File: config.mk
export PLATFORM = sky130hd
export DESIGN_NAME = circular_fifo_queue
export DESIGN_NICKNAME = d
export VERILOG_FILES = /design/src/sv/cfq_pkg.sv /design/src/sv/cfq_front.sv /design/src/sv/cfq_op_queue.sv /design/src/sv/cfq_back.sv /design/src/sv/circular_fifo_queue.sv
export SDC_FILE = /design/constraint.sdc
export NUM_CORES = 1
export LEC_CHECK = 0
export ABC_AREA = 1
export BUFFER_PORTS_ARGS = -buffer_cell sky130_fd_sc_hd__buf_2
export CORE_MARGIN = 2
export CORE_UTILIZATION = 40
export CTS_CLUSTER_SIZE = 16
export DETAILED_ROUTE_END_ITERATION = 8
export GPL_TIMING_DRIVEN = 0
export PLACE_DENSITY = 0.57
export SLEW_MARGIN = 5
export SYNTH_ARGS = -nofsm -noshare
export SYNTH_HDL_FRONTEND = slang
export SYNTH_SLANG_ARGS = --single-unit
File: constraint.sdc
create_clock -name clk -period 7.7 [get_ports clk]
set_input_delay 1.54 -clock clk [delete_from_list [all_inputs] [get_ports clk]]
set_output_delay 1.54 -clock clk [all_outputs]
set_load 0.1 [all_outputs]
File: src/sv/cfq_pkg.sv
// ----------------------------------------------------------------------------
// cfq_pkg: shared types and codes for the circular FIFO queue
// Command and status codes, the request and response items, and the control
// word that travels from the front end to the back end.
// ----------------------------------------------------------------------------
package cfq_pkg;

    // Command codes
    localparam logic [1:0] CMD_PUSH = 2'd0;
    localparam logic [1:0] CMD_POP  = 2'd1;
    localparam logic [1:0] CMD_DUMP = 2'd2;

    // Status codes
    localparam logic [1:0] ST_OK    = 2'd0;
    localparam logic [1:0] ST_FULL  = 2'd1;
    localparam logic [1:0] ST_EMPTY = 2'd2;

    // Input item
    typedef struct packed {
        logic [1:0]         command;
        logic signed [31:0] value;
    } request_t;

    // Result item
    typedef struct packed {
        logic [1:0]         status;
        logic signed [31:0] data;
        logic               last;
    } response_t;

    // Work handed to the back end
    typedef enum logic [1:0] {
        OP_WRITE,
        OP_STATUS,
        OP_READ,
        OP_DUMP
    } op_kind_t;

    typedef struct packed {
        op_kind_t   kind;
        logic [1:0] status;
    } op_ctrl_t;

endpackage

File: src/sv/cfq_front.sv
// ----------------------------------------------------------------------------
// cfq_front: command decoder and pointer keeper
// Accepts commands, updates head, tail and empty flag at once, and posts one
// operation per known command to the operation queue; unused codes post none.
// ----------------------------------------------------------------------------
module cfq_front #(
    parameter int DEPTH = 8,
    parameter int AW    = 3
) (
    input  logic              clk,
    input  logic              rst_n,
    input  logic              push,
    input  cfq_pkg::request_t request,
    output logic              full,
    input  logic              q_full,
    output logic              q_wr,
    output cfq_pkg::op_ctrl_t q_ctrl,
    output logic signed [31:0] q_value,
    output logic [AW-1:0]     q_addr_a,
    output logic [AW-1:0]     q_addr_b
);
    import cfq_pkg::*;

    localparam logic [AW-1:0] LAST_IDX = AW'(DEPTH - 1);

    logic [AW-1:0] head_reg, head_next;
    logic [AW-1:0] tail_reg, tail_next;
    logic          is_empty_reg, is_empty_next;
    logic [AW-1:0] head_inc, tail_inc;
    logic          accept;

    assign full     = q_full;
    assign accept   = push && !q_full;
    assign head_inc = (head_reg == LAST_IDX) ? '0 : head_reg + 1'b1;
    assign tail_inc = (tail_reg == LAST_IDX) ? '0 : tail_reg + 1'b1;
    assign q_value  = request.value;

    // Hold the pointer state
    always_ff @(posedge clk or negedge rst_n)
    begin
        if (!rst_n)
        begin
            head_reg     <= '0;
            tail_reg     <= '0;
            is_empty_reg <= 1'b1;
        end
        else
        begin
            head_reg     <= head_next;
            tail_reg     <= tail_next;
            is_empty_reg <= is_empty_next;
        end
    end

    // Decode the command, advance pointers, build the operation
    always_comb
    begin
        head_next     = head_reg;
        tail_next     = tail_reg;
        is_empty_next = is_empty_reg;
        q_wr          = 1'b0;
        q_ctrl        = '{kind: OP_STATUS, status: ST_OK};
        q_addr_a      = head_reg;
        q_addr_b      = tail_reg;
        if (accept)
        begin
            unique case (request.command)
                CMD_PUSH:
                begin
                    q_wr = 1'b1;
                    if (is_empty_reg)
                    begin
                        head_next     = '0;
                        tail_next     = '0;
                        is_empty_next = 1'b0;
                        q_ctrl        = '{kind: OP_WRITE, status: ST_OK};
                        q_addr_a      = '0;
                    end
                    else if (tail_inc == head_reg)
                    begin
                        q_ctrl = '{kind: OP_STATUS, status: ST_FULL};
                    end
                    else
                    begin
                        tail_next = tail_inc;
                        q_ctrl    = '{kind: OP_WRITE, status: ST_OK};
                        q_addr_a  = tail_inc;
                    end
                end
                CMD_POP:
                begin
                    q_wr = 1'b1;
                    if (is_empty_reg)
                    begin
                        q_ctrl = '{kind: OP_STATUS, status: ST_EMPTY};
                    end
                    else
                    begin
                        q_ctrl = '{kind: OP_READ, status: ST_OK};
                        if (head_reg == tail_reg)
                        begin
                            head_next     = '0;
                            tail_next     = '0;
                            is_empty_next = 1'b1;
                        end
                        else
                        begin
                            head_next = head_inc;
                        end
                    end
                end
                CMD_DUMP:
                begin
                    q_wr = 1'b1;
                    if (is_empty_reg)
                    begin
                        q_ctrl = '{kind: OP_STATUS, status: ST_EMPTY};
                    end
                    else
                    begin
                        q_ctrl = '{kind: OP_DUMP, status: ST_OK};
                    end
                end
                default:
                begin
                    // unused command code: drop the item
                    q_wr = 1'b0;
                end
            endcase
        end
    end

endmodule

File: src/sv/cfq_op_queue.sv
// ----------------------------------------------------------------------------
// cfq_op_queue: two-entry operation queue
// Decouples the command decoder from the storage back end so each side
// can stall on its own.
// ----------------------------------------------------------------------------
module cfq_op_queue #(
    parameter int AW = 3
) (
    input  logic               clk,
    input  logic               rst_n,
    input  logic               wr_en,
    input  cfq_pkg::op_ctrl_t  wr_ctrl,
    input  logic signed [31:0] wr_value,
    input  logic [AW-1:0]      wr_addr_a,
    input  logic [AW-1:0]      wr_addr_b,
    output logic               full,
    output logic               rd_valid,
    output cfq_pkg::op_ctrl_t  rd_ctrl,
    output logic signed [31:0] rd_value,
    output logic [AW-1:0]      rd_addr_a,
    output logic [AW-1:0]      rd_addr_b,
    input  logic               rd_en
);
    import cfq_pkg::*;

    localparam int QD = 2;

    op_ctrl_t           ctrl_reg   [QD];
    logic signed [31:0] value_reg  [QD];
    logic [AW-1:0]      addr_a_reg [QD];
    logic [AW-1:0]      addr_b_reg [QD];
    logic               wp_reg, rp_reg;
    logic [1:0]         count_reg, count_next;
    logic               do_wr, do_rd;

    assign full      = (count_reg == 2'(QD));
    assign rd_valid  = (count_reg != 2'd0);
    assign do_wr     = wr_en && !full;
    assign do_rd     = rd_en && rd_valid;
    assign rd_ctrl   = ctrl_reg[rp_reg];
    assign rd_value  = value_reg[rp_reg];
    assign rd_addr_a = addr_a_reg[rp_reg];
    assign rd_addr_b = addr_b_reg[rp_reg];

    // Track occupancy
    always_comb
    begin
        count_next = count_reg;
        if (do_wr && !do_rd)
        begin
            count_next = count_reg + 2'd1;
        end
        else if (do_rd && !do_wr)
        begin
            count_next = count_reg - 2'd1;
        end
    end

    // Advance pointers
    always_ff @(posedge clk or negedge rst_n)
    begin
        if (!rst_n)
        begin
            wp_reg    <= 1'b0;
            rp_reg    <= 1'b0;
            count_reg <= 2'd0;
        end
        else
        begin
            count_reg <= count_next;
            if (do_wr)
            begin
                wp_reg <= ~wp_reg;
            end
            if (do_rd)
            begin
                rp_reg <= ~rp_reg;
            end
        end
    end

    // Store entries
    always_ff @(posedge clk)
    begin
        if (do_wr)
        begin
            ctrl_reg[wp_reg]   <= wr_ctrl;
            value_reg[wp_reg]  <= wr_value;
            addr_a_reg[wp_reg] <= wr_addr_a;
            addr_b_reg[wp_reg] <= wr_addr_b;
        end
    end

endmodule

File: src/sv/cfq_back.sv
// ----------------------------------------------------------------------------
// cfq_back: storage and result generator
// Owns the word memory, executes write, read, status and dump operations,
// and buffers results in a four-entry output queue.
// ----------------------------------------------------------------------------
module cfq_back #(
    parameter int DEPTH = 8,
    parameter int AW    = 3
) (
    input  logic                clk,
    input  logic                rst_n,
    input  logic                op_valid,
    input  cfq_pkg::op_ctrl_t   op_ctrl,
    input  logic signed [31:0]  op_value,
    input  logic [AW-1:0]       op_addr_a,
    input  logic [AW-1:0]       op_addr_b,
    output logic                op_take,
    output logic                empty,
    input  logic                pop,
    output cfq_pkg::response_t  response
);
    import cfq_pkg::*;

    localparam logic [AW-1:0] LAST_IDX = AW'(DEPTH - 1);
    localparam int            OQ       = 4;

    logic signed [31:0] mem [DEPTH];
    logic signed [31:0] rd_data_reg;

    // Dump sequencer
    logic               dumping_reg, dumping_next;
    logic [AW-1:0]      dump_ptr_reg, dump_ptr_next;
    logic [AW-1:0]      cur_addr, cur_inc, rd_addr;

    // Result stage after the memory read
    logic               s1_valid_reg;
    logic [1:0]         s1_status_reg, s1_status_next;
    logic               s1_last_reg, s1_last_next;
    logic               s1_mem_reg, s1_mem_next;

    // Output queue
    response_t          oq_reg [OQ];
    logic [1:0]         owp_reg, orp_reg;
    logic [2:0]         ocount_reg, ocount_next;
    logic               issue, o_push, o_pop;
    response_t          o_item;

    assign cur_addr = dumping_reg ? dump_ptr_reg : op_addr_a;
    assign cur_inc  = (cur_addr == LAST_IDX) ? '0 : cur_addr + 1'b1;
    assign rd_addr  = (op_ctrl.kind == OP_DUMP) ? cur_addr : op_addr_a;
    assign issue    = op_valid && ((ocount_reg + {2'b00, s1_valid_reg}) < 3'(OQ));

    // Decide what the issued operation produces
    always_comb
    begin
        op_take        = 1'b0;
        dumping_next   = dumping_reg;
        dump_ptr_next  = dump_ptr_reg;
        s1_status_next = ST_OK;
        s1_last_next   = 1'b1;
        s1_mem_next    = 1'b0;
        if (issue)
        begin
            unique case (op_ctrl.kind)
                OP_WRITE:
                begin
                    op_take = 1'b1;
                end
                OP_STATUS:
                begin
                    op_take        = 1'b1;
                    s1_status_next = op_ctrl.status;
                end
                OP_READ:
                begin
                    op_take     = 1'b1;
                    s1_mem_next = 1'b1;
                end
                OP_DUMP:
                begin
                    s1_mem_next = 1'b1;
                    if (cur_addr == op_addr_b)
                    begin
                        op_take      = 1'b1;
                        dumping_next = 1'b0;
                    end
                    else
                    begin
                        s1_last_next  = 1'b0;
                        dumping_next  = 1'b1;
                        dump_ptr_next = cur_inc;
                    end
                end
                default:
                begin
                    op_take = 1'b1;
                end
            endcase
        end
    end

    // Write and read the word memory
    always_ff @(posedge clk)
    begin
        if (issue && op_ctrl.kind == OP_WRITE)
        begin
            mem[op_addr_a] <= op_value;
        end
        if (issue)
        begin
            rd_data_reg <= mem[rd_addr];
        end
    end

    // Hold result stage payload
    always_ff @(posedge clk)
    begin
        if (issue)
        begin
            s1_status_reg <= s1_status_next;
            s1_last_reg   <= s1_last_next;
            s1_mem_reg    <= s1_mem_next;
        end
    end

    // Control registers of sequencer and result stage
    always_ff @(posedge clk or negedge rst_n)
    begin
        if (!rst_n)
        begin
            dumping_reg  <= 1'b0;
            dump_ptr_reg <= '0;
            s1_valid_reg <= 1'b0;
        end
        else
        begin
            dumping_reg  <= dumping_next;
            dump_ptr_reg <= dump_ptr_next;
            s1_valid_reg <= issue;
        end
    end

    // Form the result and queue it
    assign o_push      = s1_valid_reg;
    assign o_pop       = pop && !empty;
    assign empty       = (ocount_reg == 3'd0);
    assign response    = oq_reg[orp_reg];
    assign o_item.status = s1_status_reg;
    assign o_item.data   = s1_mem_reg ? rd_data_reg : 32'sd0;
    assign o_item.last   = s1_last_reg;

    always_comb
    begin
        ocount_next = ocount_reg;
        if (o_push && !o_pop)
        begin
            ocount_next = ocount_reg + 3'd1;
        end
        else if (o_pop && !o_push)
        begin
            ocount_next = ocount_reg - 3'd1;
        end
    end

    always_ff @(posedge clk or negedge rst_n)
    begin
        if (!rst_n)
        begin
            owp_reg    <= 2'd0;
            orp_reg    <= 2'd0;
            ocount_reg <= 3'd0;
        end
        else
        begin
            ocount_reg <= ocount_next;
            if (o_push)
            begin
                owp_reg <= owp_reg + 2'd1;
            end
            if (o_pop)
            begin
                orp_reg <= orp_reg + 2'd1;
            end
        end
    end

    always_ff @(posedge clk)
    begin
        if (o_push)
        begin
            oq_reg[owp_reg] <= o_item;
        end
    end

endmodule

File: src/sv/circular_fifo_queue.sv
// ----------------------------------------------------------------------------
// circular_fifo_queue: command-driven circular FIFO of signed words
//
//   Channel    Handshake        Payload
//   request    push / full      request_t  (command, value)
//   response   empty / pop      response_t (status, data, last)
//
// Push and pop are single operations in the back end; a dump reads entries in
// turn through the single read port of the word memory. A result is registered
// in the operation queue, result stage and output queue. Reset is asynchronous
// and clears only pointers and flags; the word memory has no clearing pass.
// Stalls on pop back up through the output and operation queues to full.
// ----------------------------------------------------------------------------
module circular_fifo_queue #(
    parameter int DEPTH = 8
) (
    input  logic               clk,
    input  logic               rst_n,
    input  logic               push,
    output logic               full,
    input  cfq_pkg::request_t  request,
    output logic               empty,
    input  logic               pop,
    output cfq_pkg::response_t response
);
    import cfq_pkg::*;

    localparam int AW = (DEPTH > 1) ? $clog2(DEPTH) : 1;

    logic               wq_wr, wq_full;
    op_ctrl_t           wq_ctrl;
    logic signed [31:0] wq_value;
    logic [AW-1:0]      wq_addr_a, wq_addr_b;

    logic               rq_valid, rq_take;
    op_ctrl_t           rq_ctrl;
    logic signed [31:0] rq_value;
    logic [AW-1:0]      rq_addr_a, rq_addr_b;

    cfq_front #(
        .DEPTH (DEPTH),
        .AW    (AW)
    ) u_front (
        .clk      (clk),
        .rst_n    (rst_n),
        .push     (push),
        .request  (request),
        .full     (full),
        .q_full   (wq_full),
        .q_wr     (wq_wr),
        .q_ctrl   (wq_ctrl),
        .q_value  (wq_value),
        .q_addr_a (wq_addr_a),
        .q_addr_b (wq_addr_b)
    );

    cfq_op_queue #(
        .AW (AW)
    ) u_op_queue (
        .clk       (clk),
        .rst_n     (rst_n),
        .wr_en     (wq_wr),
        .wr_ctrl   (wq_ctrl),
        .wr_value  (wq_value),
        .wr_addr_a (wq_addr_a),
        .wr_addr_b (wq_addr_b),
        .full      (wq_full),
        .rd_valid  (rq_valid),
        .rd_ctrl   (rq_ctrl),
        .rd_value  (rq_value),
        .rd_addr_a (rq_addr_a),
        .rd_addr_b (rq_addr_b),
        .rd_en     (rq_take)
    );

    cfq_back #(
        .DEPTH (DEPTH),
        .AW    (AW)
    ) u_back (
        .clk       (clk),
        .rst_n     (rst_n),
        .op_valid  (rq_valid),
        .op_ctrl   (rq_ctrl),
        .op_value  (rq_value),
        .op_addr_a (rq_addr_a),
        .op_addr_b (rq_addr_b),
        .op_take   (rq_take),
        .empty     (empty),
        .pop       (pop),
        .response  (response)
    );

endmodule

# After elaboration in Yosys (flattened, before gate mapping)
# Memories as Yosys holds them, arrays and structs flattened. A register that Yosys moved wholly into a read port is not among the register bits.
# Cells that the tools add are included.
# totals
reg_bits	27
wordCells	127
in_bits	38
memories	6
ram_bits	480
# mem_list
name	words	word_bits	read_ports	rd_ports_with_merged_regs	write_ports	line	text
u_back.mem	8	32	1	1	1	cfq_back.sv:27	logic signed [31:0] mem [DEPTH];
u_back.oq_reg	4	35	1	0	1	cfq_back.sv:42	response_t oq_reg [OQ];
u_op_queue.value_reg	2	32	1	0	1	cfq_op_queue.sv:29	logic signed [31:0] value_reg [QD];
u_op_queue.ctrl_reg	2	4	1	0	1	cfq_op_queue.sv:28	op_ctrl_t ctrl_reg [QD];
u_op_queue.addr_a_reg	2	3	1	0	1	cfq_op_queue.sv:30	logic [AW-1:0] addr_a_reg [QD];
u_op_queue.addr_b_reg	2	3	1	0	1	cfq_op_queue.sv:31	logic [AW-1:0] addr_b_reg [QD];
# classes
magnitude_cmp	1
eq_ne	16
bitwise_logic	3
n_reduce_logical	31
addsub	10
mux	45
# ops
op	n
two-way mux 3 bit	19
two-way mux 32 bit	1
two-way mux 4 bit	4
two-way mux 1 bit	14
adder 3 x 1 -> 3 bit (second input constant)	4
case mux 3 bit (2 select lines)	2
case mux 4 bit (3 select lines)	1
logical AND 1 bit	10
equality test 3 bit	3
equality test 3 bit (second input constant)	3
equality test 2 bit (second input constant)	4
nonzero test 2 bit	4
adder 2 x 1 -> 2 bit (second input constant)	3
zero test 1 bit	6
OR reduction 3 bit	2
AND reduction 5 bit	1
equality test 2 x 1 -> 1 bit (second input constant)	2
zero test 2 bit	2
two-way mux 2 bit	2
!= test 2 x 1 -> 1 bit (second input constant)	2
case mux 1 bit (2 select lines)	2
AND reduction 2 bit	2
AND reduction 4 bit	1
adder 3 x 1 -> 3 bit	1
9 further kinds	11

# Longest topological paths before layout
# An unclocked memory read counts as a cell.
# depth
word_depth	10
mapped_depth	14

# Hierarchy
# A second synthesis with hierarchy kept.
# unflattened
hier_cells	2061
hier_area_um2	22962.0
# by_module_without_submodules
module	area_each_um2	cells_each	instances
cfq_back	18764.2	1685	1
cfq_op_queue	3329.4	251	1
cfq_front	868.3	125	1

# Worst setup path after synthesis
# Ideal clock, no wire load.
# synth_path
path_kind	input -> register
start	in push
end	mem u_op_queue.addr_a_reg[0][0], enable pin
setup_time_ns	0.441
arrival_ns	3.895
path_slack_ns	3.363
n_path_buf	0
cell_stages	6
required_ns	7.259
cell_sequence	inv_1 nor2_1 inv_1 a21oi_1 inv_1 nor2_1
# synth_via
elab_chain_cells	5
# synth_rtl
element	line	text
start: declaration	circular_fifo_queue.sv:19	input logic push,
logical AND 1 bit	cfq_front.sv:33	assign accept = push && !q_full;
two-way mux 1 bit	cfq_front.sv:65	if (accept)
logical AND 1 bit	cfq_op_queue.sv:38	assign do_wr = wr_en && !full;
via u_op_queue.do_wr	cfq_op_queue.sv:34	logic do_wr, do_rd;
two-way mux 1 bit	cfq_op_queue.sv:85	if (do_wr)
two-way mux 1 bit (not written as such)	cfq_op_queue.sv:89	addr_a_reg[wp_reg] <= wr_addr_a;
end: declaration	cfq_op_queue.sv:30	
# The timed path passes the listed nets, and every way through them passes these cells.

==> metrics.cfg <==
[status]
status = finished, final reports clean

[layout]
register_area_sq_um = 16100
final_common_cell = edfxtp_1
largest_register_ffs = 256
layout_common_cells = edfxtp_1 (516), nand2_1 (494), inv_1 (295), nand3_1 (243), buf_2 (110)
fill_cells = 5102
drive_above_1_share = 0.117
fin_nets = 2173
multi_input_area_sq_um = 4860
area_growth_syn_to_layout_pct = 15.5
antennaDiodeCount = 0

[global_routing]
grt_most_used_layer = met2
grt_pass1_wl_um = 79800
antenna_found_initial = 0
gr-usage-met2 = 0.305
grt_overflow = 0
grt_pass1_vias = 13800
globalRouteMet1Util = 0.245
grt_use_total = 0.183
grt_max_degree = 40
grt_use_met3 = 0.0278

[floorplan]
start_util = 0.402
dieArea_sq_um = 58300
rows = 87
ios = 75
coreArea_sq_um = 56100
die_y_um = 241
die_x_um = 241

[hold_path]
hold_class = flop to flop

[timing]
setup_violations = 0
timing.final.crit_share = 0.579
finalMaxSlewViolations = 0
slew_headroom = 0.429
max_clock_freq_ghz = 0.224
tightest_slew_ns = 0.855
hold_slack_ns = 0.493
hold_viol_final = 0
finalClockSkew_ns = 0.0180
fin_tns_setup_ns = 0
period_needed_ns = 4.46
grt_setup_unrepaired = false

[yosys]
ys_types = 32
yosysTopAreaCellShare = 0.687
synth_nets = 2027
synth_warnings = 0
synth-seq-area-share = 0.713
syn_area_per_cell_sq_um = 11.4
synth.largest_area_cell = edfxtp_1
syn_inst = 1977
synth-seq-cells = 539
syn-cell-area_sq_um = 22500
synthTopCellsByArea = edfxtp_1 (69%), nand2_1 (8.2%), nand3_1 (5.4%), inv_1 (5.0%), dfrtp_1 (2.4%)

[route]
viasPerCell = 4.82
drtAntennaViolNets = 0
remaining_drc_errors = 0
routedWlPerCell_um = 17.7
vias = 14100
first_pass_iters = 5
drt_iter0_markers = 1013
totalWireLength_um = 51700

[worst_setup_path]
cp.required_ns = 6.16
worst_setup_path_end_kind = primary output
cp-start-kind = flop
crit_arrival_ns = 2.92
critPathMaxFanout = 10
critical_path_class = flop to primary output

[clocking]
ctsHoldBuffers = 0
cts_resized = 0
cts_buffers = 57
tritoncts = yes
cts_sinks = 539
clkTransAtPathRegs_ns = 0.06
post_cts_buffers = 0
root_buffer = clkbuf_16
insertion_delay_ns = 0.60
htree_levels = 2
clockBufferDepth = 3

[run]
maxCapViolations = 0

[place]
gp_congestion = 0.790
dp_hpwl_um = 34600
io_buffer_count = 74

==> worst max-delay path: stages, from the launching register on <==
cell      delay, ns
dfrtp_1        0.36
clkbuf_1       0.26
inv_1          0.33
clkbuf_1       0.44
o21ai_0        0.17
o22ai_1        0.26
buf_2          0.49
==> per-stage QoR <==
step,instance area (sq um),util,setup slack (ns),instances
after floorplan,22500,-,3.36,1977
after global routing,26000,0.464,3.09,2927
after CTS,26000,0.464,3.20,2927
after global placement,23900,0.426,1.78,2807
final,26000,0.464,3.24,2927
after detailed placement,24200,0.432,3.86,2820
==> cell usage after synthesis <==
cell type / number
a21oi_1: 8
dfstp_2: 1
inv_2: 2
nor2_4: 1
xor2_1: 6
buf_1: 5
o21ai_2: 3
buf_6: 17
fa_1: 1
nand2_2: 5
nand3_1: 243
xnor2_1: 6
clkbuf_1: 34
ha_1: 11
a22oi_1: 1
buf_2: 36
buf_4: 3
nand2_1: 494
o21ai_4: 1
nor3b_1: 1
dfrtp_1: 22
or2_1: 2
or2_2: 3
o22ai_1: 35
nor2_1: 93
edfxtp_1: 516
nor3_1: 6
clkinv_1: 1
mux2_2: 1
inv_1: 300
nand3b_1: 32
o21ai_0: 87
==> worst paths after layout <==
kind,from,end,slack [ns],cells after the start
setup reg to reg,u_back.o_push,u_back.mem[1][26],4.62,8
setup / recovery,u_back.orp_reg[1],response[32],3.24,6
min in group asynchronous,rst_n,u_back.ocount_reg[1],0.92,1
hold reg to reg,u_op_queue.count_reg[0],u_op_queue.count_reg[0],0.49,1
max in group asynchronous,rst_n,u_front.head_reg[1],6.39,1
hold / removal,u_op_queue.count_reg[0],u_op_queue.count_reg[0],0.49,1
==> routing by layer <==
metal,up-vias,part of all wire
met5,-,0
met4,0,0.027
met3,87,0.052
met2,355,0.47
met1,6752,0.45
li1,6901,-
==> cell families (layout without fill, tap and decap cells) <==
kind of cell,after synthesis,count (layout),share of synthesized area
AOI/OAI and AO/OA,135,135,0.0330
xor gates and xnor gates,12,12,0.00466
adders and majority gates,12,12,0.00699
buffers and inverters,398,592,0.0744
DFF,539,539,0.713
muxes,1,1,0.000500
and+or+nand+nor,880,880,0.167
==> cell type report <==
cell class	count	area share
Tap cell	756	0.0363
Inverter	303	0.0437
Multi-Input combinational cell	1040	0.187
Timing Repair Buffer	87	0.0251
Clock buffer	68	0.0580
Clock inverter	39	0.0116
Sequential cell	539	0.618
Buffer	95	0.0208
Power is left out: the tool's default activity adds up to more than one toggle a clock period on the data nets, which glitch-free logic cannot reach.
